**src/sv/cpvd_pkg.sv**
```systemverilog
// Package with shared types and constants for the polyline vertex decoder.
`default_nettype none
package cpvd_pkg;
	localparam logic [1:0] CMD_BEGIN = 2'd0;
	localparam logic [1:0] CMD_END   = 2'd1;
	localparam logic [1:0] CMD_DELTA = 2'd2;
	localparam logic [1:0] CMD_PLAIN = 2'd3;
	localparam logic [7:0] TERMINATOR = 8'h80;

	typedef struct packed {
		logic [1:0]         command;
		logic               new_series;
		logic signed [31:0] coord_x;
		logic signed [31:0] coord_y;
		logic signed [31:0] coord_z;
		logic signed [15:0] step_x;
		logic signed [15:0] step_y;
		logic signed [15:0] step_z;
		logic signed [7:0]  delta_x;
		logic signed [7:0]  delta_y;
		logic signed [7:0]  delta_z;
	} item_t;
endpackage
`default_nettype wire

```
**src/sv/cpvd_front.sv**
```systemverilog
// Input stage and two-entry queue that decouples item intake from the datapath.
`default_nettype none
module cpvd_front (
	input  wire logic            clk,
	input  wire logic            arst_n,
	input  wire logic            in_valid,
	output logic                 in_ready,
	input  wire cpvd_pkg::item_t in_item,
	output logic                 q_valid,
	input  wire logic            q_ready,
	output cpvd_pkg::item_t      q_item
);
	import cpvd_pkg::*;

	item_t      mem_q [2];
	logic       wr_q;
	logic       rd_q;
	logic [1:0] cnt_q;
	logic       push;
	logic       pop;

	assign in_ready = (cnt_q != 2'd2);
	assign q_valid = (cnt_q != 2'd0);
	assign q_item = mem_q[rd_q];
	assign push = in_valid && in_ready;
	assign pop = q_valid && q_ready;

	always_ff @(posedge clk) begin
		if (push) begin
			mem_q[wr_q] <= in_item;
		end
	end

	always_ff @(posedge clk or negedge arst_n) begin
		if (!arst_n) begin
			wr_q <= 1'b0;
			rd_q <= 1'b0;
			cnt_q <= 2'd0;
		end else begin
			if (push) begin
				wr_q <= ~wr_q;
			end
			if (pop) begin
				rd_q <= ~rd_q;
			end
			cnt_q <= cnt_q + {1'b0, push} - {1'b0, pop};
		end
	end
endmodule
`default_nettype wire

```
**src/sv/cpvd_rem.sv**
```systemverilog
// Restoring divider giving the C-style remainder of a signed value by a magnitude.
`default_nettype none
module cpvd_rem #(
	parameter int COORD_BITS = 32
) (
	input  wire logic                         clk,
	input  wire logic                         arst_n,
	input  wire logic                         start,
	input  wire logic signed [COORD_BITS-1:0] dividend,
	input  wire logic [15:0]                  divisor,
	output logic                              done,
	output logic signed [COORD_BITS-1:0]      remainder
);
	localparam int CW = $clog2(COORD_BITS + 1);

	logic [COORD_BITS-1:0] mag_q;
	logic [15:0]           rem_q;
	logic [15:0]           div_q;
	logic                  neg_q;
	logic [CW-1:0]         cnt_q;
	logic                  busy_q;
	logic [16:0]           trial;
	logic [16:0]           shifted;
	logic [COORD_BITS-1:0] rem_ext;

	assign shifted = {rem_q, mag_q[COORD_BITS-1]};
	assign trial = shifted - {1'b0, div_q};
	assign done = busy_q && (cnt_q == CW'(0));
	assign rem_ext = COORD_BITS'(rem_q);
	assign remainder = neg_q ? -rem_ext : rem_ext;

	always_ff @(posedge clk or negedge arst_n) begin
		if (!arst_n) begin
			busy_q <= 1'b0;
			cnt_q <= '0;
		end else if (start) begin
			busy_q <= 1'b1;
			cnt_q <= CW'(COORD_BITS);
		end else if (done) begin
			busy_q <= 1'b0;
		end else if (busy_q) begin
			cnt_q <= cnt_q - CW'(1);
		end
	end

	always_ff @(posedge clk) begin
		if (start) begin
			neg_q <= dividend[COORD_BITS-1];
			mag_q <= dividend[COORD_BITS-1] ? -dividend : dividend;
			rem_q <= '0;
			div_q <= divisor;
		end else if (busy_q && !done) begin
			mag_q <= {mag_q[COORD_BITS-2:0], 1'b0};
			rem_q <= trial[16] ? shifted[15:0] : trial[15:0];
		end
	end
endmodule
`default_nettype wire

```
**src/sv/cpvd_back.sv**
```systemverilog
// Decode datapath: running coordinates, rounding sequencer and output register.
`default_nettype none
module cpvd_back #(
	parameter int COORD_BITS = 32,
	parameter int COUNT_BITS = 16
) (
	input  wire logic            clk,
	input  wire logic            arst_n,
	input  wire logic            q_valid,
	output logic                 q_ready,
	input  wire cpvd_pkg::item_t q_item,
	output logic                 out_valid,
	input  wire logic            out_ready,
	output logic signed [31:0]   vertex_x,
	output logic signed [31:0]   vertex_y,
	output logic signed [31:0]   vertex_z,
	output logic [15:0]          vertex_index,
	output logic                 line_end
);
	import cpvd_pkg::*;

	localparam logic [1:0] ST_IDLE = 2'd0;
	localparam logic [1:0] ST_START = 2'd1;
	localparam logic [1:0] ST_WAIT = 2'd2;
	localparam logic [COUNT_BITS-1:0] CNT_MAX = '1;
	localparam int CB = COORD_BITS;

	logic [1:0]           state_q;
	logic [1:0]           axis_q;
	logic [CB-1:0]        run_q [3];
	logic signed [15:0]   fac_q [3];
	logic [CB-1:0]        start_q [3];
	logic [CB-1:0]        end_q [3];
	logic [CB-1:0]        pend_q [3];
	logic [CB-1:0]        prev_q [3];
	logic [COUNT_BITS-1:0] pend_idx_q;
	logic                 pend_v_q;
	logic                 prev_v_q;
	logic [COUNT_BITS-1:0] count_q;
	logic [CB-1:0]        o_pt_q [3];
	logic [COUNT_BITS-1:0] o_idx_q;
	logic                 o_end_q;
	logic                 o_v_q;

	logic                 take;
	logic                 out_free;
	logic                 load_out;
	logic [CB-1:0]        p [3];
	logic [CB-1:0]        nrun [3];
	logic [15:0]          mag [3];
	logic                 rem_start;
	logic                 rem_done;
	logic signed [CB-1:0] rem;
	logic [16:0]          g17;
	logic signed [CB:0]   twice;
	logic [CB-1:0]        rounded;
	logic [COUNT_BITS-1:0] cnt_base;
	logic                 same;
	logic                 is_term;

	assign p[0] = CB'(q_item.coord_x);
	assign p[1] = CB'(q_item.coord_y);
	assign p[2] = CB'(q_item.coord_z);
	assign out_free = !o_v_q || out_ready;
	assign q_ready = (state_q == ST_IDLE) && out_free;
	assign take = q_valid && q_ready;
	assign is_term = (q_item.delta_x == TERMINATOR);
	assign cnt_base = q_item.new_series ? '0 : count_q;
	assign same = prev_v_q && !q_item.new_series && (prev_q[0] == p[0]) &&
		(prev_q[1] == p[1]) && (prev_q[2] == p[2]);
	assign load_out = take && (((q_item.command == CMD_BEGIN) && (cnt_base == '0)) ||
		((q_item.command == CMD_DELTA) && (is_term || pend_v_q)) ||
		((q_item.command == CMD_PLAIN) && !same));

	for (genvar i = 0; i < 3; i++) begin : g_ax
		assign mag[i] = fac_q[i][15] ? 16'(-fac_q[i]) : 16'(fac_q[i]);
	end

	assign nrun[0] = run_q[0] + CB'(q_item.delta_x * fac_q[0]);
	assign nrun[1] = run_q[1] + CB'(q_item.delta_y * fac_q[1]);
	assign nrun[2] = (fac_q[2] != 16'sd0) ? run_q[2] + CB'(q_item.delta_z * fac_q[2])
		: run_q[2];

	assign rem_start = (state_q == ST_START);
	assign g17 = {1'b0, mag[axis_q]};
	assign twice = {rem, 1'b0};
	assign rounded = (twice <= $signed((CB+1)'(g17))) ? start_q[axis_q] - rem
		: start_q[axis_q] - rem + CB'(g17);

	cpvd_rem #(.COORD_BITS(COORD_BITS)) u_rem (
		.clk(clk), .arst_n(arst_n), .start(rem_start),
		.dividend(start_q[axis_q]), .divisor(mag[axis_q]),
		.done(rem_done), .remainder(rem)
	);

	always_ff @(posedge clk or negedge arst_n) begin
		if (!arst_n) begin
			state_q <= ST_IDLE;
			axis_q <= 2'd0;
			pend_v_q <= 1'b0;
			prev_v_q <= 1'b0;
			count_q <= '0;
			o_v_q <= 1'b0;
			for (int i = 0; i < 3; i++) begin
				run_q[i] <= '0;
				fac_q[i] <= '0;
				end_q[i] <= '0;
				pend_q[i] <= '0;
				prev_q[i] <= '0;
				start_q[i] <= '0;
			end
			pend_idx_q <= '0;
		end else begin
			if (load_out) begin
				o_v_q <= 1'b1;
			end else if (out_ready) begin
				o_v_q <= 1'b0;
			end
			unique case (state_q)
				ST_IDLE: begin
					if (take) begin
						unique case (q_item.command)
							CMD_BEGIN: begin
								pend_v_q <= 1'b0;
								if (q_item.new_series) begin
									prev_v_q <= 1'b0;
								end
								fac_q[0] <= q_item.step_x;
								fac_q[1] <= q_item.step_y;
								fac_q[2] <= q_item.step_z;
								for (int i = 0; i < 3; i++) begin
									start_q[i] <= p[i];
									run_q[i] <= p[i];
								end
								count_q <= (cnt_base == '0) ? COUNT_BITS'(1) : cnt_base;
								if (cnt_base == '0) begin
									o_pt_q <= p;
									o_idx_q <= '0;
									o_end_q <= 1'b0;
								end
								axis_q <= 2'd0;
								state_q <= ST_START;
							end
							CMD_END: begin
								end_q <= p;
							end
							CMD_DELTA: begin
								if (is_term) begin
									o_pt_q <= end_q;
									o_end_q <= 1'b1;
									pend_v_q <= 1'b0;
									if (pend_v_q) begin
										o_idx_q <= pend_idx_q;
									end else begin
										o_idx_q <= count_q;
										if (count_q != CNT_MAX) begin
											count_q <= count_q + 1'b1;
										end
									end
								end else begin
									if (pend_v_q) begin
										o_pt_q <= pend_q;
										o_idx_q <= pend_idx_q;
										o_end_q <= 1'b0;
									end
									run_q <= nrun;
									pend_q <= nrun;
									pend_idx_q <= count_q;
									pend_v_q <= 1'b1;
									if (count_q != CNT_MAX) begin
										count_q <= count_q + 1'b1;
									end
								end
							end
							CMD_PLAIN: begin
								pend_v_q <= 1'b0;
								count_q <= (!same && (cnt_base != CNT_MAX)) ?
									cnt_base + 1'b1 : cnt_base;
								if (!same) begin
									prev_q <= p;
									prev_v_q <= 1'b1;
									o_pt_q <= p;
									o_idx_q <= cnt_base;
									o_end_q <= 1'b0;
								end
							end
							default: ;
						endcase
					end
				end
				ST_START: begin
					if (mag[axis_q] == 16'd0) begin
						if (axis_q == 2'd2) begin
							state_q <= ST_IDLE;
						end
						axis_q <= (axis_q == 2'd2) ? 2'd0 : axis_q + 2'd1;
					end else begin
						state_q <= ST_WAIT;
					end
				end
				ST_WAIT: begin
					if (rem_done) begin
						run_q[axis_q] <= rounded;
						axis_q <= (axis_q == 2'd2) ? 2'd0 : axis_q + 2'd1;
						state_q <= (axis_q == 2'd2) ? ST_IDLE : ST_START;
					end
				end
				default: state_q <= ST_IDLE;
			endcase
		end
	end

	assign out_valid = o_v_q;
	assign vertex_x = 32'(signed'(o_pt_q[0]));
	assign vertex_y = 32'(signed'(o_pt_q[1]));
	assign vertex_z = 32'(signed'(o_pt_q[2]));
	assign vertex_index = 16'(o_idx_q);
	assign line_end = o_end_q;
endmodule
`default_nettype wire

```
**src/sv/compressed_polyline_vertex_decoder.sv**
```systemverilog
// Top level of the compressed polyline vertex decoder.
// Input words carry one command each (begin, end coordinate, delta, plain vertex)
// over a valid/ready channel; decoded vertices leave over a second valid/ready
// channel with their index and a line-end flag, at most one per input word.
// A two-word queue takes input while the datapath works or the output stalls.
// End, delta and plain words leave the datapath idle, ready for the next word; a
// result is registered in the cycle after the word leaves the queue.
// A begin word occupies the datapath while the shared one-bit-per-cycle
// remainder unit runs once per axis with a nonzero step factor, passing
// through ST_START and ST_WAIT; an axis with a zero factor only passes
// through ST_START.
// When the receiver stalls the output register holds its vertex and the
// datapath stops after that; the queue then fills and input ready falls.
// Reset clears the running coordinates, factors, counters and all valid flags.
`default_nettype none
module compressed_polyline_vertex_decoder #(
	parameter int COORD_BITS = 32,
	parameter int COUNT_BITS = 16
) (
	input  wire logic               clk,
	input  wire logic               arst_n,
	input  wire logic               in_valid,
	output logic                    in_ready,
	input  wire logic [1:0]         command,
	input  wire logic               new_series,
	input  wire logic signed [31:0] coord_x,
	input  wire logic signed [31:0] coord_y,
	input  wire logic signed [31:0] coord_z,
	input  wire logic signed [15:0] step_x,
	input  wire logic signed [15:0] step_y,
	input  wire logic signed [15:0] step_z,
	input  wire logic signed [7:0]  delta_x,
	input  wire logic signed [7:0]  delta_y,
	input  wire logic signed [7:0]  delta_z,
	output logic                    out_valid,
	input  wire logic               out_ready,
	output logic signed [31:0]      vertex_x,
	output logic signed [31:0]      vertex_y,
	output logic signed [31:0]      vertex_z,
	output logic [15:0]             vertex_index,
	output logic                    line_end
);
	import cpvd_pkg::*;

	item_t in_item;
	item_t q_item;
	logic  q_valid;
	logic  q_ready;

	assign in_item = '{command, new_series, coord_x, coord_y, coord_z,
		step_x, step_y, step_z, delta_x, delta_y, delta_z};

	cpvd_front u_front (
		.clk(clk), .arst_n(arst_n), .in_valid(in_valid), .in_ready(in_ready),
		.in_item(in_item), .q_valid(q_valid), .q_ready(q_ready), .q_item(q_item)
	);

	cpvd_back #(.COORD_BITS(COORD_BITS), .COUNT_BITS(COUNT_BITS)) u_back (
		.clk(clk), .arst_n(arst_n), .q_valid(q_valid), .q_ready(q_ready),
		.q_item(q_item), .out_valid(out_valid), .out_ready(out_ready),
		.vertex_x(vertex_x), .vertex_y(vertex_y), .vertex_z(vertex_z),
		.vertex_index(vertex_index), .line_end(line_end)
	);
endmodule
`default_nettype wire

```
**config.mk**
```make
export PLATFORM = sky130hd
export DESIGN_NAME = compressed_polyline_vertex_decoder
export DESIGN_NICKNAME = d
export VERILOG_FILES = /design/src/sv/cpvd_pkg.sv /design/src/sv/cpvd_front.sv /design/src/sv/cpvd_rem.sv /design/src/sv/cpvd_back.sv /design/src/sv/compressed_polyline_vertex_decoder.sv
export SDC_FILE = /design/constraint.sdc
export NUM_CORES = 2
export LEC_CHECK = 0
export BUFFER_PORTS_ARGS = -buffer_cell sky130_fd_sc_hd__buf_2
export CAP_MARGIN = 30
export CORE_MARGIN = 5
export CORE_UTILIZATION = 65
export DETAILED_ROUTE_END_ITERATION = 8
export MAX_ROUTING_LAYER = met4
export PLACE_DENSITY = 0.81
export SLEW_MARGIN = 10
export SYNTH_ARGS = -nofsm -noshare
export SYNTH_HDL_FRONTEND = slang
export SYNTH_HIERARCHICAL = 1
export SYNTH_SLANG_ARGS = --single-unit
```
**constraint.sdc**
```tcl
create_clock -name clk -period 20.3 [get_ports clk]
set_input_delay 0 -clock clk [delete_from_list [all_inputs] [get_ports clk]]
set_output_delay 0 -clock clk [all_outputs]
set_load 0.02 [all_outputs]
```
== Word level (Yosys, flattened, before mapping) ==
Memory sizes are Yosys's and may differ from the RTL's.
Index checks and enable logic that the tools add are counted.
Storage, ports and cells
  register bits after elaboration: 756
  latch bits: 0
  memory bits (writable): 342
  bits in read-only memories: 0
  output and inout port bits: 115
  logic and storage cells: 220
  memories kept: 1
Memories
  u_front.mem_q: depth 2, width 171, rd ports 1, clocked after memory_dff 0, write ports 1, RTL line cpvd_front.sv:15  | item_t mem_q [2];
Operators by class
  add/sub/neg operators: 17
  $mul: 3
  div/mod/pow operators: 0
  magnitude comparators: 3
  eq/ne operators: 26
  shift operators: 0
  muxes and demuxes: 74
  bitwise operators: 5
  reduce and logical (&&, ||, !) cells: 52
Operators by type and width (number)
  two-way mux 96 bit: 7
  case mux 96 bit (2 select lines): 2
  two-way mux 32 bit: 9
  case mux 96 bit (3 select lines): 1
  two-way mux 16 bit: 17
  adder 32 bit: 3
  bitwise mux 96 bit: 1
  == test 32 bit: 3
  case mux 16 bit (3 select lines): 2
  multiplier 8 x 16 -> 24 bit: 3
  binary-select mux 32 bit (select 2 bit): 1
  demux 32 bit (select 2 bit): 1
  negator 16 bit: 3
  less-or-equal comparator 33 x 17 -> 1 bit: 1
  adder 16 x 1 -> 16 bit, second input constant: 2
  adder 32 x 16 -> 32 bit: 1
  binary-select mux 16 bit (select 2 bit): 1
  logical NOT 16 bit: 2
  inequality test 16 bit, second input constant: 2
  negator 16 -> 32 bit: 1
  negator 32 bit: 1
  subtractor 32 bit: 1
  two-way mux 2 bit: 10
  two-way mux 6 bit: 3
  34 further kinds: 102

== Depth between registers and ports, before layout ==
An unclocked memory read counts as a cell.
  word-level depth: 11
  gate-level depth with buffers: 37
  gate-level depth less buffers: 34

== Hierarchy ==
Netlist, hierarchy kept.
By module, submodules not included
  cpvd_back: instances 1, cells an instance 5780, area each 53902.9 um^2
  cpvd_front: instances 1, cells an instance 549, area each 12849.8 um^2
  cpvd_rem: instances 1, cells an instance 533, area each 4788.3 um^2

== Least setup slack after synthesis ==
OpenSTA, ideal clock, no wires.
  path type: reg2reg
  start point: register u_front.cnt_q[1]
  end point: memory u_front/mem_q[0][0] (netlist bit) (enable)
  library setup time: 0.705 ns
  arrival time: 7.851 ns
  data required time: 19.595 ns
  path slack: 11.744 ns
  stages on the path, launching flop included: 4
  path through: dfrtp_1 nand2b_1 nand2_1 nor2_1
On the way
  cells in the longest elaborated chain, start to end: 4
Ends and longest elaborated chain
  start: declaration: RTL line cpvd_front.sv:18  | logic [1:0] cnt_q;
  start signal: assignment: RTL line cpvd_front.sv:46  | cnt_q <= cnt_q + {1'b0, push} - {1'b0, pop};
  inequality test 2 bit: RTL line cpvd_front.sv:22  | assign in_ready = (cnt_q != 2'd2);
  net in_ready: RTL line compressed_polyline_vertex_decoder.sv:23  | output logic in_ready,
  logical AND 1 bit: RTL line cpvd_front.sv:25  | assign push = in_valid && in_ready;
  two-way mux 1 bit: RTL line cpvd_front.sv:29  | if (push) begin
  two-way mux 1 bit (implied by the code): RTL line cpvd_front.sv:30  | mem_q[wr_q] <= in_item;
  end: declaration: RTL line cpvd_front.sv:15
The timed path passes the listed nets, and every way through them passes these cells.

==> flow_metrics.tcl <==
set metrics [dict create \
    startpoint_type "flip-flop" \
    yosys_warns 6 \
    routed_wirelength_mm 239 \
    async_reset_ff_frac 0.526 \
    core_area_sq_um 109000 \
    die_area_sq_um 117000 \
    post-cts-setup-buffer-count 0 \
    cap_violations 0 \
    fillerInstances 7284 \
    ios 290 \
    post_cts_resized 0 \
    vias 57400 \
    rsz_0062_raised_after_global_routing "no" \
    cts.reportedPaths.clkPinSlew_ps 70 \
    ys.flop_type "dfrtp_1" \
    critical-path-top-delay-family "compound AO/OA/AOI/OAI gates" \
    power_density_nw_per_um2 72.1 \
    synthDistinctLibCells 99 \
    synth.yosys.seq_area_share 0.418 \
    first_global_vias 57600 \
    dpl.hpwl_mm 164 \
    synth_edf_count 504 \
    tritoncts.num_buffers 113 \
    cell_count_after_placement 8367 \
    clock_latency_ps 770 \
    groute.usage.overall 0.414 \
    die_w_um 342 \
    grt_first_pass_wirelength_mm 353 \
    slew_violations 0 \
    syn_to_final_growth_pct 13.6 \
    path_category_of_the_worst_min_delay_check "input port to flip-flop" \
    synth_nets 7681 \
    io_buf_count 289 \
    finalClockSkew_ps 81.6 \
    number_of_antenna_violating_nets_in_the_routed_design 0 \
    synth.cell_area_sq_um 71500 \
    holdBufCountCts 299 \
    critical_path_class "flip-flop to flip-flop" \
    tritoncts "done" \
    cts-root-to-sink-buffers 3 \
    totalPowerFinal_mw 5.86 \
    drt_iter0_drc 6933 \
    viasPerCell 6.45 \
    critical_path_peak_fanout 49 \
    setup_violations 0 \
    nets 8128 \
    layoutNonFillerInstCount 8902 \
    path_buf_inv 5 \
    detail_route.first_pass.iterations 7 \
    layout_common_cells "nand2_1, inv_1, dfrtp_1" \
    endpoint_kind "flip-flop" \
    finalWorstSetupSlack_ps 10480 \
    worst_path_largest_cell_delay_ps 950 \
    totalNegativeSetupSlack_ps 0 \
    syn_avg_cell_area_sq_um 10.4 \
    critical-path-slowest-cell "dfrtp_4" \
    post-route-period-util 0.484 \
    num_rows 121 \
    ys_ff_latch 1098 \
    drcViolationCount 0 \
    worst-endpoint-arrival_ps 10420 \
    required_ps 20900 \
    layout_commonest_cell "nand2_1" \
    clock_tree.htree_level_count 3 \
    hold_violations 0 \
    tritoncts_num_sinks 1098 \
    max-vdd-ir-drop_mv 0.0891 \
    root_buffer "clkbuf_16" \
    grt.overflow.total 0 \
    pre_cts_ws_ps 10620 \
    pin_count_of_the_biggest_net_entering_global_routing 184 \
    post_drt_wl_per_cell_um 26.8 \
    final.min_clock_period_ps 9820 \
    synthCells 6862 \
    max_freq_mhz 102 \
    worst_slew_pin_slew_ps 1180 \
    starting_density_of_the_core 0.655 \
    worst_slew_margin_rel 0.207 \
    final_weighted_congestion_of_routability_driven_global_placement 1.03 \
    layout_cells_sized_above_1 0.152 \
    number_of_antenna_violations_at_the_first_check_in_global_routing 23 \
    dieHeight_um 342 \
    p_leak_nw 36.9 \
    outcome "finished, final reports clean" \
]
-- report_power, final --
| part | total [mW] | internal [mW] | switching [mW] |
|---|---|---|---|
| logic | 1.10 | 0.330 | 0.769 |
| registers | 2.59 | 2.53 | 0.0507 |
| clock network | 2.18 | 1.19 | 0.986 |
-- area by class of cell --
class	instances	area (sq um)	area share
multi-input combinational	4816	38100	0.469
timing repair buffer	671	5230	0.0643
tap	1476	1850	0.0227
clock inverter	60	637	0.00784
clock buffer	156	3190	0.0393
sequential	1098	29900	0.368
inverter	609	2290	0.0281
antenna	16	40.0	0.000493
-- sequential cells by signal, indices dropped and copies added, names as in the netlist, 2 cells and up --
signal / count
u_back/fac_q: 48
u_back/end_q: 96
u_back/vertex_z: 32
u_back/u_rem/cnt_q: 6
u_front/mem_q: 342
u_back/pend_q: 96
u_back/u_rem/rem_q: 16
u_back/start_q: 96
u_back/state_q: 2
u_back/u_rem/div_q: 16
u_back/pend_idx_q: 16
u_back/vertex_index: 16
u_back/axis_q: 2
u_back/count_q: 16
u_back/vertex_y: 32
u_back/vertex_x: 32
u_front/cnt_q: 2
u_back/run_q: 96
u_back/u_rem/mag_q: 32
u_back/prev_q: 96
-- cell usage after synthesis, drive strengths merged, types with 19 or more instances --
master / n / area [sq um]
nor4: 41 / 269
nand4: 45 / 282
dfrtp: 578 / 14500
a21oi: 291 / 1460
a31oi: 126 / 788
a221o: 24 / 240
xor2: 160 / 1410
o21a: 43 / 323
o41ai: 19 / 166
o21ai: 329 / 1650
o21bai: 37 / 278
nand2: 783 / 2940
nand3: 54 / 275
edfxtp: 504 / 15100
and2: 301 / 1880
xnor2: 214 / 1870
or3: 26 / 168
nor3: 65 / 330
buf: 58 / 328
ha: 329 / 4120
nor2b: 45 / 282
a211oi: 59 / 443
mux2: 502 / 5950
nand2b: 49 / 307
inv: 608 / 2280
o22ai: 50 / 313
mux2i: 98 / 981
and3: 43 / 269
nor2: 381 / 1430
o31ai: 44 / 330
a21o: 88 / 661
clkbuf: 281 / 1060
fa: 315 / 6310
-- worst reg2reg max path, delay by kind of cell (launching register included) --
| family | cells | cell delay [ps] |
|---|---|---|
| fa+ha+maj | 6 | 2690 |
| mux | 1 | 510 |
| buf+inv | 5 | 1280 |
| flops | 1 | 950 |
| xor+xnor | 2 | 420 |
| compound gates | 14 | 3340 |
| simple gates | 4 | 510 |
-- layer usage --
layer | track usage | vias to the layer above | part of all wire
li1 | - | 24700 | -
met1 | 0.488 | 28000 | 0.35
met2 | 0.642 | 3559 | 0.46
met3 | 0.0964 | 1108 | 0.10
met4 | 0.267 | 0 | 0.086
met5 | - | - | 0
-- final timing paths --
path / startpoint / end / slack, ps / cells after the start
worst max-delay path: u_front/rd_q / u_back/run_q[95] / 10480 / 32
max in group asynchronous: arst_n / u_back/prev_q[53] / 18270 / 5
min in group asynchronous: arst_n / u_back/run_q[1] / 490 / 4
worst min register to register: u_back/pend_idx_q[13] / u_back/pend_idx_q[13] / 480 / 2
worst max register to register: u_front/rd_q / u_back/run_q[95] / 10480 / 32
worst min-delay path: coord_y[4] / u_front/mem_q[1][108] / 10 / 2
-- metrics by stage --
stage          cell area, sq um  hold slack (ps)  utilization
3_5_place_dp              74300            -34.7        0.680
5_1_grt                   81200             17.6        0.744
2_1_floorplan             71500             -296            -
4_1_cts                   81100            0.188        0.743
3_3_place_gp              74100            -36.0        0.679
6_report                  81200             12.5        0.744
-- logic make-up after synthesis --
group,Yosys count,synth area share
AO/OA/AOI/OAI,1305,0.117
XOR/XNOR,376,0.0465
adder cells (fa/ha/maj),644,0.146
buffers and inverters,948,0.0513
flip-flops,1098,0.418
multiplexers,600,0.0969
AND/OR/NAND/NOR,1891,0.124
Power figures use the tool's default switching activity.
